--- config.mk ---
export PLATFORM = sky130hd
export DESIGN_NAME = free_extent_allocator
export DESIGN_NICKNAME = d
export VERILOG_FILES = /design/src/hdl/fea_pkg.sv /design/src/hdl/fea_cell.sv /design/src/hdl/fea_ctrl.sv /design/src/hdl/free_extent_allocator.sv
export VERILOG_INCLUDE_DIRS = /design/src /design/src/hdl
export SDC_FILE = /design/constraint.sdc
export NUM_CORES = 2
export LEC_CHECK = 0
export ABC_AREA = 1
export BUFFER_PORTS_ARGS = -buffer_cell sky130_fd_sc_hd__buf_2
export CORE_ASPECT_RATIO = 2
export CORE_MARGIN = 10
export CORE_UTILIZATION = 55
export CTS_BUF_LIST = sky130_fd_sc_hd__clkbuf_4 sky130_fd_sc_hd__clkbuf_8 sky130_fd_sc_hd__clkbuf_16
export DETAILED_ROUTE_END_ITERATION = 8
export PLACE_DENSITY_LB_ADDON = 0.25
export SLEW_MARGIN = 20
export SYNTH_ARGS = -nofsm -noshare
export SYNTH_HDL_FRONTEND = slang
export SYNTH_SLANG_ARGS = --single-unit
--- constraint.sdc ---
create_clock -name clk -period 7.4 [get_ports clk]
set_input_delay 0 -clock clk [delete_from_list [all_inputs] [get_ports clk]]
set_output_delay 0 -clock clk [all_outputs]
set_load 0.05 [all_outputs]
--- src/hdl/assert_macros.svh ---
// Assertion macros used by the RTL of the free extent allocator (fea_ctrl).
// Each macro expects signals named clk and rst_n in the using module.
`ifndef ASSERT_MACROS_SVH
`define ASSERT_MACROS_SVH

// Condition holds at every clock edge out of reset.
`define ASSERT_ALWAYS(name, cond, msg) \
    name: assert property (@(posedge clk) disable iff (!rst_n) (cond)) else $error(msg);

// Antecedent in one cycle implies consequent in the next.
`define ASSERT_NEXT(name, ante, cons, msg) \
    name: assert property (@(posedge clk) disable iff (!rst_n) (ante) |=> (cons)) \
        else $error(msg);

`endif

--- src/hdl/fea_pkg.sv ---
// Package of the free extent allocator: slot type, state codes, status
// and function codes, stream data widths. No dependencies.
package fea_pkg;

    typedef struct packed {
        logic [31:0] start;
        logic [31:0] len;
    } slot_t;

    typedef struct packed {
        logic shift;
        logic load;
    } cell_ctl_t;

    typedef enum logic [2:0] {
        ST_IDLE,
        ST_ALLOC,
        ST_FREE,
        ST_PICK,
        ST_FIND,
        ST_APPLY,
        ST_DONE
    } state_t;

    localparam logic [1:0] FUNC_ALLOC = 2'd0;
    localparam logic [1:0] FUNC_FREE  = 2'd1;

    localparam logic [1:0] STS_OK       = 2'd0;
    localparam logic [1:0] STS_NO_SPACE = 2'd1;
    localparam logic [1:0] STS_NO_SLOT  = 2'd2;
    localparam logic [1:0] STS_NULL     = 2'd3;

    localparam int CFG_IDX_W = 1;
    localparam logic [CFG_IDX_W-1:0] CFG_POOL_BASE = 1'd0;
    localparam logic [CFG_IDX_W-1:0] CFG_POOL_SIZE = 1'd1;

    localparam logic [31:0] POOL_BASE_RST = 32'd0;
    localparam logic [31:0] POOL_SIZE_RST = 32'd65536;

    localparam int S_DATA_W = 72;
    localparam int M_DATA_W = 104;

endpackage

--- src/hdl/fea_cell.sv ---
// One slot of the rotating extent table: holds a (start, length) pair.
// Depends on fea_pkg.
module fea_cell #(
    parameter bit HEAD = 1'b0
) (
    input  logic              clk,
    input  logic              rst_n,
    input  fea_pkg::cell_ctl_t ctl,
    input  fea_pkg::slot_t    load_val,
    input  fea_pkg::slot_t    next_in,
    output fea_pkg::slot_t    slot
);

    fea_pkg::slot_t slot_reg;
    fea_pkg::slot_t slot_next;

    // refill has priority, otherwise take the neighbor's slot on a shift
    always_comb
    begin
        slot_next = slot_reg;
        if (ctl.load)
        begin
            slot_next = load_val;
        end
        else if (ctl.shift)
        begin
            slot_next = next_in;
        end
    end

    always_ff @(posedge clk or negedge rst_n)
    begin
        if (!rst_n)
        begin
            slot_reg.start <= HEAD ? fea_pkg::POOL_BASE_RST : 32'd0;
            slot_reg.len   <= HEAD ? fea_pkg::POOL_SIZE_RST : 32'd0;
        end
        else
        begin
            slot_reg <= slot_next;
        end
    end

    assign slot = slot_reg;

endmodule

--- src/hdl/fea_ctrl.sv ---
// Sequencer of the free extent allocator: request handshake, scan passes
// over the head cell, merge search and result register.
// Depends on fea_pkg and assert_macros.svh.
`include "assert_macros.svh"

module fea_ctrl #(
    parameter int SLOT_COUNT   = 16,
    parameter int HEADER_BYTES = 4
) (
    input  logic                             clk,
    input  logic                             rst_n,
    input  logic                             s_tvalid,
    output logic                             s_tready,
    input  logic [fea_pkg::S_DATA_W-1:0]     s_tdata,
    output logic                             m_tvalid,
    input  logic                             m_tready,
    output logic [fea_pkg::M_DATA_W-1:0]     m_tdata,
    input  logic                             cfg_we,
    input  logic [fea_pkg::CFG_IDX_W-1:0]    cfg_index,
    input  logic [31:0]                      cfg_data,
    input  fea_pkg::slot_t                   head,
    output fea_pkg::slot_t                   wb,
    output fea_pkg::slot_t                   load_val,
    output fea_pkg::cell_ctl_t               cell_ctl
);

    localparam int IDX_W = (SLOT_COUNT > 1) ? $clog2(SLOT_COUNT) : 1;
    localparam logic [IDX_W-1:0] LAST_IDX = IDX_W'(SLOT_COUNT - 1);

    fea_pkg::state_t state_reg, state_next;
    logic [IDX_W-1:0] cnt_reg, cnt_next;
    logic [IDX_W-1:0] cand_reg, cand_next;
    logic [IDX_W-1:0] jidx_reg, jidx_next;
    logic             done_reg, done_next;
    logic             found_reg, found_next;
    logic             ok_reg, ok_next;
    logic             retry_alloc_reg, retry_alloc_next;
    logic [31:0]      tail_reg, tail_next;
    logic [31:0]      jlen_reg, jlen_next;
    logic [31:0]      total_reg, total_next;
    logic [31:0]      granted_reg, granted_next;
    logic [1:0]       status_reg, status_next;
    logic [1:0]       func_reg, func_next;
    logic [31:0]      req_reg, req_next;
    logic [31:0]      addr_reg, addr_next;
    logic [31:0]      base_reg, base_next;
    logic [31:0]      size_reg, size_next;
    logic             m_valid_reg, m_valid_next;
    logic [fea_pkg::M_DATA_W-1:0] m_data_reg, m_data_next;

    logic        accept;
    logic        shifting;
    logic        circ_end;
    logic        cand_last;
    logic        out_load;
    logic [32:0] need;
    logic [31:0] flen;
    logic [31:0] alloc_len;
    logic        alloc_hit;
    logic        free_hit;
    logic        find_hit;

    assign accept    = s_tvalid && s_tready;
    assign shifting  = (state_reg == fea_pkg::ST_ALLOC) || (state_reg == fea_pkg::ST_FREE)
                    || (state_reg == fea_pkg::ST_PICK) || (state_reg == fea_pkg::ST_FIND)
                    || (state_reg == fea_pkg::ST_APPLY);
    assign circ_end  = shifting && (cnt_reg == LAST_IDX);
    assign cand_last = (cand_reg == LAST_IDX);
    assign out_load  = (state_reg == fea_pkg::ST_DONE) && (!m_valid_reg || m_tready);

    // block size with header, full precision for alloc, saturated for free
    assign need      = {1'b0, req_reg} + 33'(HEADER_BYTES);
    assign flen      = need[32] ? 32'hFFFF_FFFF : need[31:0];
    assign alloc_len = head.len - need[31:0];
    assign alloc_hit = !done_reg && (head.len != 32'd0) && ({1'b0, head.len} >= need);
    assign free_hit  = !done_reg && (head.len == 32'd0);
    assign find_hit  = !found_reg && (cnt_reg != cand_reg) && (head.len != 32'd0)
                    && (head.start == tail_reg);

    // next state
    always_comb
    begin
        state_next = state_reg;
        case (state_reg)
            fea_pkg::ST_IDLE:
            begin
                if (accept)
                begin
                    if (s_tdata[1:0] == fea_pkg::FUNC_ALLOC)
                    begin
                        state_next = fea_pkg::ST_ALLOC;
                    end
                    else if (s_tdata[1:0] == fea_pkg::FUNC_FREE && s_tdata[65:34] != 32'd0)
                    begin
                        state_next = fea_pkg::ST_FREE;
                    end
                    else
                    begin
                        state_next = fea_pkg::ST_DONE;
                    end
                end
            end
            fea_pkg::ST_ALLOC:
            begin
                if (circ_end)
                begin
                    state_next = (done_reg || alloc_hit) ? fea_pkg::ST_DONE : fea_pkg::ST_PICK;
                end
            end
            fea_pkg::ST_FREE:
            begin
                if (circ_end)
                begin
                    state_next = (done_reg || free_hit) ? fea_pkg::ST_DONE : fea_pkg::ST_PICK;
                end
            end
            fea_pkg::ST_PICK:
            begin
                if (circ_end)
                begin
                    if (ok_next)
                    begin
                        state_next = fea_pkg::ST_FIND;
                    end
                    else if (cand_last)
                    begin
                        state_next = fea_pkg::ST_DONE;
                    end
                end
            end
            fea_pkg::ST_FIND:
            begin
                if (circ_end)
                begin
                    if (found_reg || find_hit)
                    begin
                        state_next = fea_pkg::ST_APPLY;
                    end
                    else
                    begin
                        state_next = cand_last ? fea_pkg::ST_DONE : fea_pkg::ST_PICK;
                    end
                end
            end
            fea_pkg::ST_APPLY:
            begin
                if (circ_end)
                begin
                    state_next = retry_alloc_reg ? fea_pkg::ST_ALLOC : fea_pkg::ST_FREE;
                end
            end
            fea_pkg::ST_DONE:
            begin
                if (out_load)
                begin
                    state_next = fea_pkg::ST_IDLE;
                end
            end
            default:
            begin
                state_next = fea_pkg::ST_IDLE;
            end
        endcase
    end

    // outputs to the cell ring
    always_comb
    begin
        s_tready       = (state_reg == fea_pkg::ST_IDLE);
        cell_ctl.shift = shifting;
        cell_ctl.load  = cfg_we;
        load_val.start = (cfg_index == fea_pkg::CFG_POOL_BASE) ? cfg_data : base_reg;
        load_val.len   = (cfg_index == fea_pkg::CFG_POOL_SIZE) ? cfg_data : size_reg;
        wb             = head;
        case (state_reg)
            fea_pkg::ST_ALLOC:
            begin
                if (alloc_hit)
                begin
                    wb.len   = alloc_len;
                    wb.start = (alloc_len == 32'd0) ? 32'd0 : head.start + need[31:0];
                end
            end
            fea_pkg::ST_FREE:
            begin
                if (free_hit)
                begin
                    wb.len   = flen;
                    wb.start = (flen != 32'd0) ? addr_reg - 32'(HEADER_BYTES) : 32'd0;
                end
            end
            fea_pkg::ST_APPLY:
            begin
                if (cnt_reg == cand_reg)
                begin
                    wb.len = head.len + jlen_reg;
                end
                else if (cnt_reg == jidx_reg)
                begin
                    wb.start = 32'd0;
                    wb.len   = 32'd0;
                end
            end
            default:
            begin
                wb = head;
            end
        endcase
    end

    // datapath registers
    always_comb
    begin
        cnt_next         = cnt_reg;
        cand_next        = cand_reg;
        jidx_next        = jidx_reg;
        done_next        = done_reg;
        found_next       = found_reg;
        ok_next          = ok_reg;
        retry_alloc_next = retry_alloc_reg;
        tail_next        = tail_reg;
        jlen_next        = jlen_reg;
        total_next       = total_reg;
        granted_next     = granted_reg;
        status_next      = status_reg;
        func_next        = func_reg;
        req_next         = req_reg;
        addr_next        = addr_reg;
        base_next        = base_reg;
        size_next        = size_reg;
        m_valid_next     = m_valid_reg;
        m_data_next      = m_data_reg;

        if (shifting)
        begin
            cnt_next = (cnt_reg == LAST_IDX) ? '0 : cnt_reg + 1'b1;
        end

        // table refill on a configuration write
        if (cfg_we)
        begin
            if (cfg_index == fea_pkg::CFG_POOL_BASE)
            begin
                base_next = cfg_data;
            end
            if (cfg_index == fea_pkg::CFG_POOL_SIZE)
            begin
                size_next = cfg_data;
            end
            total_next = load_val.len;
        end

        // request intake
        if (accept)
        begin
            func_next        = s_tdata[1:0];
            req_next         = s_tdata[33:2];
            addr_next        = s_tdata[65:34];
            done_next        = 1'b0;
            granted_next     = 32'd0;
            retry_alloc_next = (s_tdata[1:0] == fea_pkg::FUNC_ALLOC);
            status_next      = (s_tdata[1:0] == fea_pkg::FUNC_FREE && s_tdata[65:34] == 32'd0)
                             ? fea_pkg::STS_NULL : fea_pkg::STS_OK;
        end

        case (state_reg)
            fea_pkg::ST_ALLOC:
            begin
                if (alloc_hit)
                begin
                    done_next    = 1'b1;
                    granted_next = head.start + 32'(HEADER_BYTES);
                    total_next   = total_reg - need[31:0];
                end
                if (circ_end)
                begin
                    cand_next = '0;
                end
            end
            fea_pkg::ST_FREE:
            begin
                if (free_hit)
                begin
                    done_next  = 1'b1;
                    total_next = total_reg + flen;
                end
                if (circ_end)
                begin
                    cand_next = '0;
                end
            end
            fea_pkg::ST_PICK:
            begin
                if (cnt_reg == cand_reg)
                begin
                    tail_next = head.start + head.len;
                    ok_next   = (head.len != 32'd0);
                end
                found_next = 1'b0;
                if (circ_end && !ok_next)
                begin
                    if (cand_last)
                    begin
                        status_next = retry_alloc_reg ? fea_pkg::STS_NO_SPACE
                                                      : fea_pkg::STS_NO_SLOT;
                    end
                    else
                    begin
                        cand_next = cand_reg + 1'b1;
                    end
                end
            end
            fea_pkg::ST_FIND:
            begin
                if (find_hit)
                begin
                    found_next = 1'b1;
                    jidx_next  = cnt_reg;
                    jlen_next  = head.len;
                end
                if (circ_end && !found_reg && !find_hit)
                begin
                    if (cand_last)
                    begin
                        status_next = retry_alloc_reg ? fea_pkg::STS_NO_SPACE
                                                      : fea_pkg::STS_NO_SLOT;
                    end
                    else
                    begin
                        cand_next = cand_reg + 1'b1;
                    end
                end
            end
            fea_pkg::ST_APPLY:
            begin
                done_next = 1'b0;
            end
            default:
            begin
                done_next = done_next;
            end
        endcase

        // result register
        if (out_load)
        begin
            m_valid_next = 1'b1;
            m_data_next  = {6'd0, size_reg - total_reg, total_reg, granted_reg, status_reg};
        end
        else if (m_tready)
        begin
            m_valid_next = 1'b0;
        end
    end

    always_ff @(posedge clk or negedge rst_n)
    begin
        if (!rst_n)
        begin
            state_reg       <= fea_pkg::ST_IDLE;
            cnt_reg         <= '0;
            cand_reg        <= '0;
            jidx_reg        <= '0;
            done_reg        <= 1'b0;
            found_reg       <= 1'b0;
            ok_reg          <= 1'b0;
            retry_alloc_reg <= 1'b0;
            total_reg       <= fea_pkg::POOL_SIZE_RST;
            status_reg      <= fea_pkg::STS_OK;
            base_reg        <= fea_pkg::POOL_BASE_RST;
            size_reg        <= fea_pkg::POOL_SIZE_RST;
            m_valid_reg     <= 1'b0;
        end
        else
        begin
            state_reg       <= state_next;
            cnt_reg         <= cnt_next;
            cand_reg        <= cand_next;
            jidx_reg        <= jidx_next;
            done_reg        <= done_next;
            found_reg       <= found_next;
            ok_reg          <= ok_next;
            retry_alloc_reg <= retry_alloc_next;
            total_reg       <= total_next;
            status_reg      <= status_next;
            base_reg        <= base_next;
            size_reg        <= size_next;
            m_valid_reg     <= m_valid_next;
        end
    end

    // payload registers
    always_ff @(posedge clk)
    begin
        tail_reg    <= tail_next;
        jlen_reg    <= jlen_next;
        granted_reg <= granted_next;
        func_reg    <= func_next;
        req_reg     <= req_next;
        addr_reg    <= addr_next;
        m_data_reg  <= m_data_next;
    end

    assign m_tvalid = m_valid_reg;
    assign m_tdata  = m_data_reg;

    // the ring is back in table order while the sequencer is idle
    `ASSERT_ALWAYS(a_idle_aligned, (state_reg != fea_pkg::ST_IDLE) || (cnt_reg == '0),
        "ring not aligned while idle")
    // a merge is applied only after a partner was found
    `ASSERT_ALWAYS(a_apply_found, (state_reg != fea_pkg::ST_APPLY) || found_reg,
        "merge applied without a partner")
    // a finished result waits while the output register is stalled
    `ASSERT_NEXT(a_done_hold,
        (state_reg == fea_pkg::ST_DONE) && m_valid_reg && !m_tready,
        state_reg == fea_pkg::ST_DONE, "result lost under stall")
    // an allocation grant is reported only with status ok
    `ASSERT_ALWAYS(a_grant_ok,
        !(out_load && granted_reg != 32'd0 && status_reg != fea_pkg::STS_OK
          && func_reg == fea_pkg::FUNC_ALLOC),
        "grant with failing status")

endmodule

--- src/hdl/free_extent_allocator.sv ---
// Free extent allocator, first fit over a table of free extents with
// pairwise merging when a request fails.
// Requests come in on s_tvalid/s_tready/s_tdata, one result per request
// leaves on m_tvalid/m_tready/m_tdata. A request is taken only when the
// sequencer is idle, so one request is in work at a time; a finished
// result sits in an output register and the next request may be taken
// while it waits for the receiver.
// The table is a ring of SLOT_COUNT cells that rotates one slot per cycle
// past a head cell while a pass over the table runs, and stands still
// otherwise. A query or a null free is answered without a pass. An
// allocate or free that succeeds first time takes one pass. Each merge
// attempt takes a pick pass and a find pass per candidate extent (only
// the pick pass for an empty one) plus a pass to apply, then retries.
// Reset gives one free extent holding the pool (base 0, 65536 bytes).
// A write on the configuration port refills the table with the
// whole pool and must happen only while no request is in work.
// If the receiver stalls, the result stays on m_tdata and the sequencer
// holds the next request's result until the register empties.
// Depends on fea_pkg, fea_cell, fea_ctrl.
module free_extent_allocator #(
    parameter int SLOT_COUNT   = 16,
    parameter int HEADER_BYTES = 4
) (
    input  logic                          clk,
    input  logic                          rst_n,
    // func[1:0], request_size[33:2], block_address[65:34], zero fill
    input  logic                          s_tvalid,
    output logic                          s_tready,
    input  logic [fea_pkg::S_DATA_W-1:0]  s_tdata,
    // status[1:0], granted_address[33:2], free_bytes[65:34],
    // used_bytes[97:66], zero fill
    output logic                          m_tvalid,
    input  logic                          m_tready,
    output logic [fea_pkg::M_DATA_W-1:0]  m_tdata,
    input  logic                          cfg_we,
    input  logic [fea_pkg::CFG_IDX_W-1:0] cfg_index,
    input  logic [31:0]                   cfg_data
);

    fea_pkg::slot_t     slots [SLOT_COUNT];
    fea_pkg::slot_t     wb;
    fea_pkg::slot_t     load_val;
    fea_pkg::slot_t     zero_slot;
    fea_pkg::cell_ctl_t cell_ctl;

    assign zero_slot = '0;

    // rotating slot ring, head cell at index 0
    genvar k;
    generate
        for (k = 0; k < SLOT_COUNT; k++)
        begin : g_cell
            if (k == SLOT_COUNT - 1)
            begin : g_tail
                fea_cell #(.HEAD(k == 0)) u_cell (
                    .clk      (clk),
                    .rst_n    (rst_n),
                    .ctl      (cell_ctl),
                    .load_val ((k == 0) ? load_val : zero_slot),
                    .next_in  (wb),
                    .slot     (slots[k])
                );
            end
            else
            begin : g_body
                fea_cell #(.HEAD(k == 0)) u_cell (
                    .clk      (clk),
                    .rst_n    (rst_n),
                    .ctl      (cell_ctl),
                    .load_val ((k == 0) ? load_val : zero_slot),
                    .next_in  (slots[k+1]),
                    .slot     (slots[k])
                );
            end
        end
    endgenerate

    fea_ctrl #(
        .SLOT_COUNT   (SLOT_COUNT),
        .HEADER_BYTES (HEADER_BYTES)
    ) u_ctrl (
        .clk       (clk),
        .rst_n     (rst_n),
        .s_tvalid  (s_tvalid),
        .s_tready  (s_tready),
        .s_tdata   (s_tdata),
        .m_tvalid  (m_tvalid),
        .m_tready  (m_tready),
        .m_tdata   (m_tdata),
        .cfg_we    (cfg_we),
        .cfg_index (cfg_index),
        .cfg_data  (cfg_data),
        .head      (slots[0]),
        .wb        (wb),
        .load_val  (load_val),
        .cell_ctl  (cell_ctl)
    );

endmodule

=== After elaboration in Yosys (flattened, before gate mapping) ===
Cells that the tools add are included.

* Word-level logic and storage cells: 225
* Bits in registers: 1,400
* Memory bits (read-only): 0
* RAM bits: 0
* Bits in latches: 0
* Input bits: 110
* Output and inout bits: 106
* Memories: 0

* Reduce and logical (&&, ||, !) cells: 45
* Multiply operators: 0
* Add/subtract/negate cells: 12
* Multiplexer cells: 91
* $lt $le $gt $ge: 1
* Equal/unequal tests: 25
* Shifts and indexed selects: 0
* Div/mod/pow operators: 0
* Bitwise gates (word level): 0

{| class="wikitable"
|+ Operators with widths
! kind !! count
|-
| $mux W64 || 35
|-
| $mux W32 || 13
|-
| $pmux W64 S3 || 1
|-
| $add A32 B32 Y32 || 4
|-
| $logic_not A32 Y1 || 3
|-
| $reduce_bool A32 Y1 || 3
|-
| $sub A32 B32 Y32 || 3
|-
| $pmux W32 S2 || 1
|-
| $mux W3 || 15
|-
| $add A32 B3 Y33 const B || 1
|-
| $ge A32 B33 Y1 || 1
|-
| $add A32 B3 Y32 const B || 1
|-
| $eq A32 B32 Y1 || 1
|-
| $sub A32 B3 Y32 const B || 1
|-
| $pmux W3 S7 || 1
|-
| $mux W4 || 5
|-
| $ne A2 B1 Y1 const B || 8
|-
| $logic_and A1 B1 Y1 || 14
|-
| $mux W2 || 7
|-
| $pmux W4 S3 || 1
|-
| $eq A3 B3 Y1 const B || 3
|-
| $mux W1 || 9
|-
| $add A4 B1 Y4 const B || 2
|-
| $eq A4 B4 Y1 || 2
|-
| 20 further kinds || 39
|}

=== Longest topological paths before layout ===
* Depth after elaboration: 10
* Depth in mapped cells: 32
* Mapped depth without buffers: 31

=== Hierarchy ===
Synthesis repeated with hierarchy kept, for this count alone.

* Cells, all modules: 10,202
* Area, all modules: 79,821.6 um^2

{| class="wikitable"
|+ By module, submodules not included
! module !! times used !! cells an instance !! area an instance (um^2)
|-
| fea_cell (g_cell[10].g_body.u_cell ...) || 15 || 348 || 2,950.3
|-
| fea_ctrl || 1 || 4,633 || 32,611.3
|-
| fea_cell (g_cell[0].g_body.u_cell) || 1 || 348 || 2,951.6
|-
| free_extent_allocator || 1 || 1 || 3.8
|}

=== Worst setup path before layout ===
OpenSTA, ideal clock, no wires.

* Kind: reg-to-reg
* From: reg u_ctrl.m_valid_reg, in the netlist u_ctrl.m_tvalid
* To: reg u_ctrl.m_data_reg (netlist bit u_ctrl.m_tdata[0]), enable pin
* Clock period less this slack: 8.032 ns
* Stages on the path, launching flop included: 4
* Arrival: 7.356 ns
* Path slack: -0.632 ns
* Required time: 6.725 ns
* Path buffers: 0
* Path through: dfrtp_1 inv_1 nor2_1 nor3_1

* Longest elaborated chain between the ends: 3

{| class="wikitable"
|+ Ends and longest elaborated chain
! what !! line !! text
|-
| from (decl) || fea_ctrl.sv:48 || <nowiki>logic m_valid_reg, m_valid_next;</nowiki>
|-
| from (signal assigned) || fea_ctrl.sv:388 || <nowiki>m_valid_reg <= m_valid_next;</nowiki>
|-
| $logic_not A1 Y1 || fea_ctrl.sv:69 || <nowiki>assign out_load = (state_reg == fea_pkg::ST_DONE) && (!m_valid_reg || m_tready);</nowiki>
|-
| $logic_or A1 B1 Y1 || fea_ctrl.sv:69 ||
|-
| $logic_and A1 B1 Y1 || fea_ctrl.sv:69 ||
|-
| to (signal assigned) || fea_ctrl.sv:401 || <nowiki>m_data_reg <= m_data_next;</nowiki>
|-
| to (decl) || fea_ctrl.sv:49 || <nowiki>logic [fea_pkg::M_DATA_W-1:0] m_data_reg, m_data_next;</nowiki>
|}

No other way between the ends.
A chain may end at the register's enable or synchronous reset.

=== Final worst setup path ===
* From: reg u_ctrl.req_reg[2]
* To: reg g_cell[15].g_tail.u_cell.slot_reg (netlist bit g_cell[15].g_tail.u_cell.slot[63])

* Longest elaborated chain between the ends: 8

{| class="wikitable"
|+ Ends and longest elaborated chain
! what !! line !! text
|-
| from (decl) || fea_ctrl.sv:44 || <nowiki>logic [31:0] req_reg, req_next;</nowiki>
|-
| from (signal assigned) || fea_ctrl.sv:399 || <nowiki>req_reg <= req_next;</nowiki>
|-
| $add A32 B3 Y33 * || fea_ctrl.sv:72 || <nowiki>assign need = {1'b0, req_reg} + 33'(HEADER_BYTES);</nowiki>
|-
| $sub A32 B32 Y32 / $mux W32 (equally long branches) || fea_ctrl.sv:74, fea_ctrl.sv:73 ||
|-
| $logic_not A32 Y1 / $reduce_bool A32 Y1 (equally long branches) || fea_ctrl.sv:181, fea_ctrl.sv:189 ||
|-
| $mux W32, on equally long branches || fea_ctrl.sv:181, fea_ctrl.sv:189 ||
|-
| $mux W64, on equally long branches || fea_ctrl.sv:178, fea_ctrl.sv:186 ||
|-
| $pmux W64 S3 * || fea_ctrl.sv:175 || <nowiki>case (state_reg)</nowiki>
|-
| $mux W64 * || fea_cell.sv:25 || <nowiki>else if (ctl.shift)</nowiki>
|-
| $mux W64 * || fea_cell.sv:21 || <nowiki>if (ctl.load)</nowiki>
|-
| to (signal assigned) || fea_cell.sv:40 || <nowiki>slot_reg <= slot_next;</nowiki>
|-
| to (decl) || fea_cell.sv:14 || <nowiki>fea_pkg::slot_t slot_reg;</nowiki>
|}

Every way passes the cells marked *; elsewhere a longest branch is shown, timed or not. The select of a mux whose other input is x is not followed.

==> flow_summary.ini <==
[worst_setup_path]
end_kind = flop
arrival_ns = 6.64
r2r-start = u_ctrl.req_reg[2]
worst_ep_required_time_ns = 8.04
worstPathMaxFanout = 32
max_stage_delay_ns = 0.77
critical_path.startpoint_type = flop
crit_start = u_ctrl.req_reg[2]
crit_top_cell = nand2_1
crit_type = flop to flop
critPathSlowestCell = nand3_2

[detailed_routing]
post-route-drc-count = 0
drt_iter0_markers = 7342
wirelength_um = 285800
routed_via_density = 6.089
vias = 64400
wire_per_inst_um = 27.02
postRouteAntennaNets = 0
firstDrtPassIters = 9

[synth]
yosys_warnings = 0
synth_top_area_cell = dfrtp_1
ys_seq_area_frac = 0.5033
synth.most_common_cell = nand2_1
synth.distinct_cells = 67
synth_edf_count = 226
synth_seq_cells = 1400
async_reset_ff_frac = 0.8157
avgSynthCellArea_um2 = 8.357
synth.cell_area_mm2 = 0.07155
synth.area.top_cells = dfrtp_1, edfxtp_1, nand2_1, inv_1, o21ai_0
ys.flop_type = dfrtp_1
syn_inst = 8562
synth_common_cells = nand2_1, inv_1, dfrtp_1, o21ai_0, nand3_1
synth_top_cell_area_share = 0.3984

[clocking]
clkLatencyLatePin_ns = 0.80
numClockSinks = 1400
ctsHoldBuffers = 180
cts_made_buffers = 117
root_buffer = clkbuf_16
cts.clk_slew.worst_paths_ns = 0.08
cts_tree = built
clock_path_buffers = 3
h-tree-depth = 3
postCtsSetupBuffers = 0
cts-resized-gates = 0

[global_route]
antenna_found_initial = 14
grt-ovfl-total = 0
grt_max_degree = 226
grt_util_all_layers = 0.3903
grt_pass1_vias = 63680
grt_pass1_wl_um = 419400

[finish]
finalInstanceArea_mm2 = 0.08028
final_cells = 10580
area_growth_pct = 12.20
nNetsFinal = 9066
drive_gt1_frac = 0.08142
final_util = 0.6193
largest_reg_flops = 960

[sta]
worst_pin_slew_ns = 1.337
rsz0062_at_grt = no
final_hold_viol_count = 0
finClkSkew_ns = 0.07473
fmax_ghz = 0.1668
slew_headroom = 0.1085
period_minus_slack_ns = 5.995
slew_violations = 0
worst_slack_ns = 1.405
holdWs_ns = 0.05065
setup_viol = 0
post-route-period-util = 0.8101
finalSetupTns_ns = 0

[power]
power.density_mw_per_mm2 = 367.2
irDropWorstVdd_v = 0.0003769
p_total_mw = 29.48
power_leakage_nw = 36.82

[placement]
numPortBuffers = 203
post_dp_cell_area_mm2 = 0.07426
gp_congestion = 1.109
post-place-cells = 10170
dp_hpwl_um = 204000
dp_slack_ns = 1.555

[floorplan]
core_area_mm2 = 0.1296
fp.dieH_um = 530.1
die_w_um = 275.0
ios = 216
start_util = 0.5520
die_area_mm2 = 0.1458
rows = 187

[job]
cap_violations = 0

[worst_hold_path]
min_path_type = input pin to flop
min_from = cfg_data[21]

[status]
outcome = finished, final reports clean
[cells by family (layout without fill, tap and decap cells)]
| family | Yosys count | count (layout) | share of synthesized area |
|---|---|---|---|
| compound gates | 2029 | 2029 | 0.1650 |
| buf+inv | 1608 | 1909 | 0.08632 |
| fa+ha+maj | 188 | 188 | 0.03361 |
| xor+xnor | 205 | 205 | 0.02509 |
| flops | 1400 | 1400 | 0.5033 |
| other cells | 1 | 14 | 0.00005241 |
| mux | 1 | 1 | 0.0001399 |
| simple gates | 3130 | 3130 | 0.1865 |
[power by group]
group / internal, mW / switching, mW / total, mW
clock network: 3.58 / 3.07 / 6.65
registers: 8.81 / 1.14 / 9.95
logic: 3.21 / 9.67 / 12.9
[final timing paths]
| kind | to | slack (ns) | cells past startpoint |
|---|---|---|---|
| max | g_cell[15].g_tail.u_cell.slot[63] | 1.41 | 31 |
| min | u_ctrl.base_reg[21] | 0.05 | 4 |
| max reg2reg | g_cell[15].g_tail.u_cell.slot[63] | 1.41 | 31 |
| min reg2reg | u_ctrl.m_tdata[27] | 0.46 | 0 |
| max in group asynchronous | g_cell[11].g_body.u_cell.slot[15] | 5.35 | 5 |
| min in group asynchronous | g_cell[15].g_tail.u_cell.slot[21] | 0.44 | 4 |
[final cells by class]
class | count | area [µm²]
antenna | 8 | 20.02
clock buffer | 165 | 3443
clock inverter | 54 | 689.4
fill | 10950 | 49340
inverter | 1178 | 4449
multi-input combinational | 5559 | 29570
sequential | 1400 | 36010
tap | 1701 | 2128
timing repair buffer | 512 | 3970
[worst max-delay path, delay by kind of cell, from the launching register on]
family / cells / cell delay (ns)
adders and majority gates: 2 / 0.74
and+or+nand+nor: 26 / 4.16
DFF: 1 / 0.57
buffers and inverters: 3 / 0.39
[layer usage]
layer / track usage / vias to the layer above / wire (µm)
li1: - / 28920 / -
met1: 0.4372 / 31410 / 98410
met2: 0.6297 / 3132 / 134400
met3: 0.07414 / 929 / 22070
met4: 0.3442 / 14 / 30830
met5: 0 / - / 94
[placed cells by master (no fill, tap or decap), types with 118 or more instances in the layout]
master and n:
a21oi_1 498, buf_2 200, buf_4 118, clkbuf_16 118
dfrtp_1 1139, dlygate4sd3_1 179, edfxtp_1 226, ha_1 181
inv_1 1145, nand2_1 1776, nand3_1 589, nor2_1 398
nor3_1 132, o21ai_0 845, o31ai_1 303, xor2_1 139
Note: power is estimated with default switching activity, not from simulation.
